File: config.mk
export PLATFORM = sky130hd
export DESIGN_NAME = rscx_mod
export DESIGN_NICKNAME = d
export VERILOG_FILES = /design/src/design/rscx_pkg.sv /design/src/design/rscx_mod.sv
export SDC_FILE = /design/constraint.sdc
export NUM_CORES = 1
export LEC_CHECK = 0
export ABC_CLOCK_PERIOD_IN_PS = 6900
export BUFFER_PORTS_ARGS = -buffer_cell sky130_fd_sc_hd__buf_2
export CAP_MARGIN = 20
export CORE_MARGIN = 5
export CORE_UTILIZATION = 62
export DETAILED_ROUTE_END_ITERATION = 8
export GPL_TIMING_DRIVEN = 0
export PLACE_DENSITY = 0.95
export SETUP_SLACK_MARGIN = 0.05
export SYNTH_ARGS = -nofsm -noshare
export SYNTH_HDL_FRONTEND = slang
export SYNTH_SLANG_ARGS = --single-unit
File: constraint.sdc
create_clock -name clk_i -period 6.9 [get_ports clk_i]
set_clock_uncertainty 0.1 [all_clocks]
set_input_delay 1.38 -clock clk_i [delete_from_list [all_inputs] [get_ports clk_i]]
set_output_delay 1.38 -clock clk_i [all_outputs]
set_load 0.02 [all_outputs]
File: src/design/rscx_pkg.sv
`default_nettype none

package rscx_pkg;

  // widths fixed by the item format
  localparam int unsigned ValW     = 32;
  localparam int unsigned RandW    = 31;
  localparam int unsigned ProbW    = 16;
  localparam int unsigned LenW     = 7;
  localparam int unsigned GeneW    = 6;
  localparam int unsigned ParentW  = 8;
  localparam int unsigned IdxW     = 8;
  localparam int unsigned EntW     = 9;
  localparam int unsigned CfgIdxW  = 2;
  localparam int unsigned CfgDataW = 16;
  localparam int unsigned ModCntW  = 5;

  // configuration register indexes
  localparam logic [CfgIdxW-1:0] CfgCrossProb = 2'd0;
  localparam logic [CfgIdxW-1:0] CfgGenomeLen = 2'd1;
  localparam logic [CfgIdxW-1:0] CfgWheelEnt  = 2'd2;

  localparam logic [ProbW-1:0] CrossProbRst = 16'd52429;
  localparam logic [LenW-1:0]  GenomeLenRst = 7'd64;
  localparam logic [EntW-1:0]  WheelEntRst  = 9'd256;
  localparam logic [LenW-1:0]  MinLen       = 7'd3;

  // request kinds
  localparam logic ReqLoad  = 1'b0;
  localparam logic ReqChild = 1'b1;

  typedef struct packed {
    logic            done;
    logic [ValW-1:0] rem;
  } mod_rsp_t;

  typedef struct packed {
    logic               done;
    logic [ParentW-1:0] parent;
  } srch_rsp_t;

endpackage

`default_nettype wire

File: src/design/rscx_mod.sv
`default_nettype none

module rscx_mod
  import rscx_pkg::*;
(
  input  wire logic             clk_i,
  input  wire logic             rst_ni,
  input  wire logic             start_i,
  input  wire logic [RandW-1:0] dividend_i,
  input  wire logic [ValW-1:0]  divisor_i,
  output mod_rsp_t              rsp_o
);

  localparam logic [ModCntW-1:0] LastCnt = ModCntW'(RandW - 1);

  logic               busy_q, done_q;
  logic [ModCntW-1:0] cnt_q;
  logic [RandW-1:0]   dvd_q;
  logic [ValW-1:0]    dvs_q, rem_q;
  logic [ValW-1:0]    shifted, rem_d;

  // one quotient bit per cycle, remainder stays below 2^31
  always_comb begin
    shifted = {rem_q[ValW-2:0], dvd_q[RandW-1]};
    rem_d   = (shifted >= dvs_q) ? shifted - dvs_q : shifted;
  end

  always_ff @(posedge clk_i or negedge rst_ni) begin
    if (!rst_ni) begin
      busy_q <= 1'b0;
      done_q <= 1'b0;
      cnt_q  <= '0;
    end else begin
      done_q <= 1'b0;
      if (start_i) begin
        busy_q <= 1'b1;
        cnt_q  <= '0;
      end else if (busy_q) begin
        cnt_q <= cnt_q + 1'b1;
        if (cnt_q == LastCnt) begin
          busy_q <= 1'b0;
          done_q <= 1'b1;
        end
      end
    end
  end

  always_ff @(posedge clk_i) begin
    if (start_i) begin
      dvd_q <= dividend_i;
      dvs_q <= divisor_i;
      rem_q <= '0;
    end else if (busy_q) begin
      dvd_q <= {dvd_q[RandW-2:0], 1'b0};
      rem_q <= rem_d;
    end
  end

  assign rsp_o.done = done_q;
  assign rsp_o.rem  = rem_q;

endmodule

`default_nettype wire

==> flow_summary.ini <==
[drt]
wl_per_cell_um = 18.98
route.vias.total = 5387
postRouteAntennaNets = 0
firstDrtPassIters = 5
detail_route.iter0.violations = 421
finalWirelength_um = 16420
drt_drc_violations_left = 0
vias_per_cell = 6.228

[cells_and_area]
n_antenna_cell = 0
final_cells = 865
area_growth_pct = 14.64
fillers = 739
num-nets-final = 828
final_cell_mix = buf_2 (98), nand2_1 (69), edfxtp_1 (63)
drive_above_1_share_pct = 25.00
final_common_cell = buf_2
final_util_pct = 72.60
post-route-cell-area_um2 = 7063

[placed_design]
port_buffers = 98
placed_cell_area_um2 = 6818
place_inst = 848
gp_congestion = 0.9125
dpl.hpwl_um = 12110

[synthesis]
syn_area_um2 = 6161
yosysWarnings = 0
synth_cell_types = 67
ys_seq_elements = 102
synth_edf_count = 63
syn_avg_cell_area_um2 = 9.985
syn_inst = 617
yosysSeqAreaShare_pct = 43.95
syn-num-nets = 718
synth_flop_cell = edfxtp_1
async_flop_share_pct = 6.863

[flow_run]
maxCapViolations = 0

[timing]
fin_crit_ns = 3.642
setup_viol = 0
worstMarginPinSlew_ns = 0.8951
period_share_pct = 52.78
hold_viol = 0
grt_setup_unrepaired = no
slew_viol_final = 0
fin_hold_ws_ns = 0.3655
maxSlewHeadroom_pct = 40.32
max_freq_mhz = 274.6
setup_tns_ns = 0

[cts]
cts_buffer_depth = 2
clock_latency_ns = 0.39
path_clk_slew_ns = 0.10
post-cts-setup-buffers = 0
cts_tree = done
cts-root-buf = clkbuf_8
cts_max_level = 3
numCtsBuffers = 9
ctsHoldBuffers = 0
post_cts_resize_count = 0
clock_sinks = 102

[die]
fp-row-count = 36
core_area_um2 = 9729
start_util_pct = 63.32
die_h_um = 109.7
dieArea_um2 = 12030
die_w_um = 109.7
io_pins = 99

[power_and_ir_drop]
clkPwrFrac_pct = 32.0
internal-power_w = 0.0009322
swShare_pct = 26.43
p_comb_share_pct = 12.6
cellLeakagePower_nw = 3.107
p_per_area_nw_per_um2 = 179.4
p_switching_w = 0.0003348
vdd_drop_max_uv = 133.6
seqPwrFrac_pct = 55.4

[grt]
grt_start_max_net_pins = 38
gr-total-overflow = 0
antenna_found_initial = 0
grt_use_total_pct = 28.16
grt_pass1_vias = 5199
grt_first_pass_wirelength_um = 25940

[worst_setup_path]
cp_num_buf_inv = 5
crit_chain = buf_2, buf_1, nor2_1, clkbuf_1, inv_1, buf_16
cp_max_fo = 37
path_delay_family = buffers and inverters
path_class = input pin to flop
cp_slowest_cell = buf_2
cp_slowest_stage_delay_ns = 0.68
critPathLaunchType = input pin
critPathCaptureType = flop
cp.arrival_ns = 3.64
critPathRequiredTime_ns = 6.89

[status]
status = complete, no violations

[worst_hold_path]
hp-class = flop to flop
[sequential cells by signal, summed over array words and instances (netlist names)]
| name | flops |
|---|---|
| dvd_q | 31 |
| cnt_q | 5 |
| busy_q | 1 |
| dvs_q | 32 |
| rem_q | 32 |
| done_q | 1 |
[power by group through the flow]
| stage | registers, W | clock network (W) | logic (W) |
|---|---|---|---|
| floorplan | 0.000711 | 0 | 0.000104 |
| global placement | 0.000712 | 0 | 0.000148 |
| detailed placement | 0.000715 | 0 | 0.000155 |
| CTS | 0.000702 | 0.000410 | 0.000157 |
| global route | 0.000705 | 0.000440 | 0.000174 |
| finish | 0.000702 | 0.000405 | 0.000160 |
[worst paths after layout]
check	startpoint	end	slack, ns	cells after the start
max	start_i	dvd_q[15]$_DFFE_PP_	3.26	6
min	rem_q[31]$_SDFFE_PP0P_	rem_q[31]$_SDFFE_PP0P_	0.37	2
max reg2reg	dvd_q[30]$_DFFE_PP_	rem_q[9]$_SDFFE_PP0P_	3.44	12
min reg2reg	rem_q[31]$_SDFFE_PP0P_	rem_q[31]$_SDFFE_PP0P_	0.37	2
max in group asynchronous	rst_ni	cnt_q[3]$_DFFE_PN0P_	5.84	1
min in group asynchronous	rst_ni	done_q$_DFF_PN0_	0.71	1
[layout make-up]
type | count | area, um2 | share of cell area [%]
buffer | 21 | 113.9 | 1.612
tap | 133 | 166.4 | 2.356
multi-input combinational | 445 | 3156 | 44.68
timing repair buffer | 99 | 518.0 | 7.334
inverter | 49 | 183.9 | 2.604
sequential | 102 | 2708 | 38.33
clock buffer | 9 | 123.9 | 1.754
clock inverter | 7 | 93.84 | 1.329
[layer usage]
layer	GRT usage, %	routed length (um)	up-vias
met5	0	0	-
met4	11.49	546	0
met3	5.637	1442	54
met2	45.90	7822	291
met1	36.81	6608	2553
li1	-	-	2489
[cell families (layout without fill, tap and decap cells)]
kind of cell	Yosys count	after routing	share of synthesized area (%)
adder cells (fa/ha/maj)	35	35	7.230
buffers and inverters	70	185	4.833
flip-flops	102	102	43.95
multiplexers	34	34	6.153
AO/OA/AOI/OAI	164	164	20.21
AND/OR/NAND/NOR	189	189	14.36
XOR/XNOR	23	23	3.270
[worst register-to-register path: cells and delay by family (launching register included)]
family	cells	cell delay (ns)
adders and majority gates	2	0.65
buffers and inverters	2	0.30
and+or+nand+nor	4	0.75
DFF	1	0.37
AOI/OAI and AO/OA	4	1.19
[cell usage after synthesis, drive strengths merged, types with 8 or more instances]
master	instances	area share, %
a21o	15	1.8
a21oi	50	4.2
a311oi	17	3.3
buf	10	1.2
clkbuf	11	0.69
dfxtp	32	10
edfxtp	63	31
ha	34	6.9
inv	49	3.0
mux2	31	5.7
nand2	70	4.4
nand3	21	1.7
nand4	12	1.2
nor2	51	3.3
nor3	8	0.81
o21ai	23	1.9
xnor2	14	2.0
xor2	9	1.3
[per-stage QoR]
step	power, W	worst slack, ns
2_1_floorplan	0.0008148	3.824
3_3_place_gp	0.0008599	2.594
3_5_place_dp	0.0008706	2.435
4_1_cts	0.001269	2.866
5_1_grt	0.001319	3.132
6_report	0.001267	3.258
No activity file was read; power rests on OpenSTA's default activity.
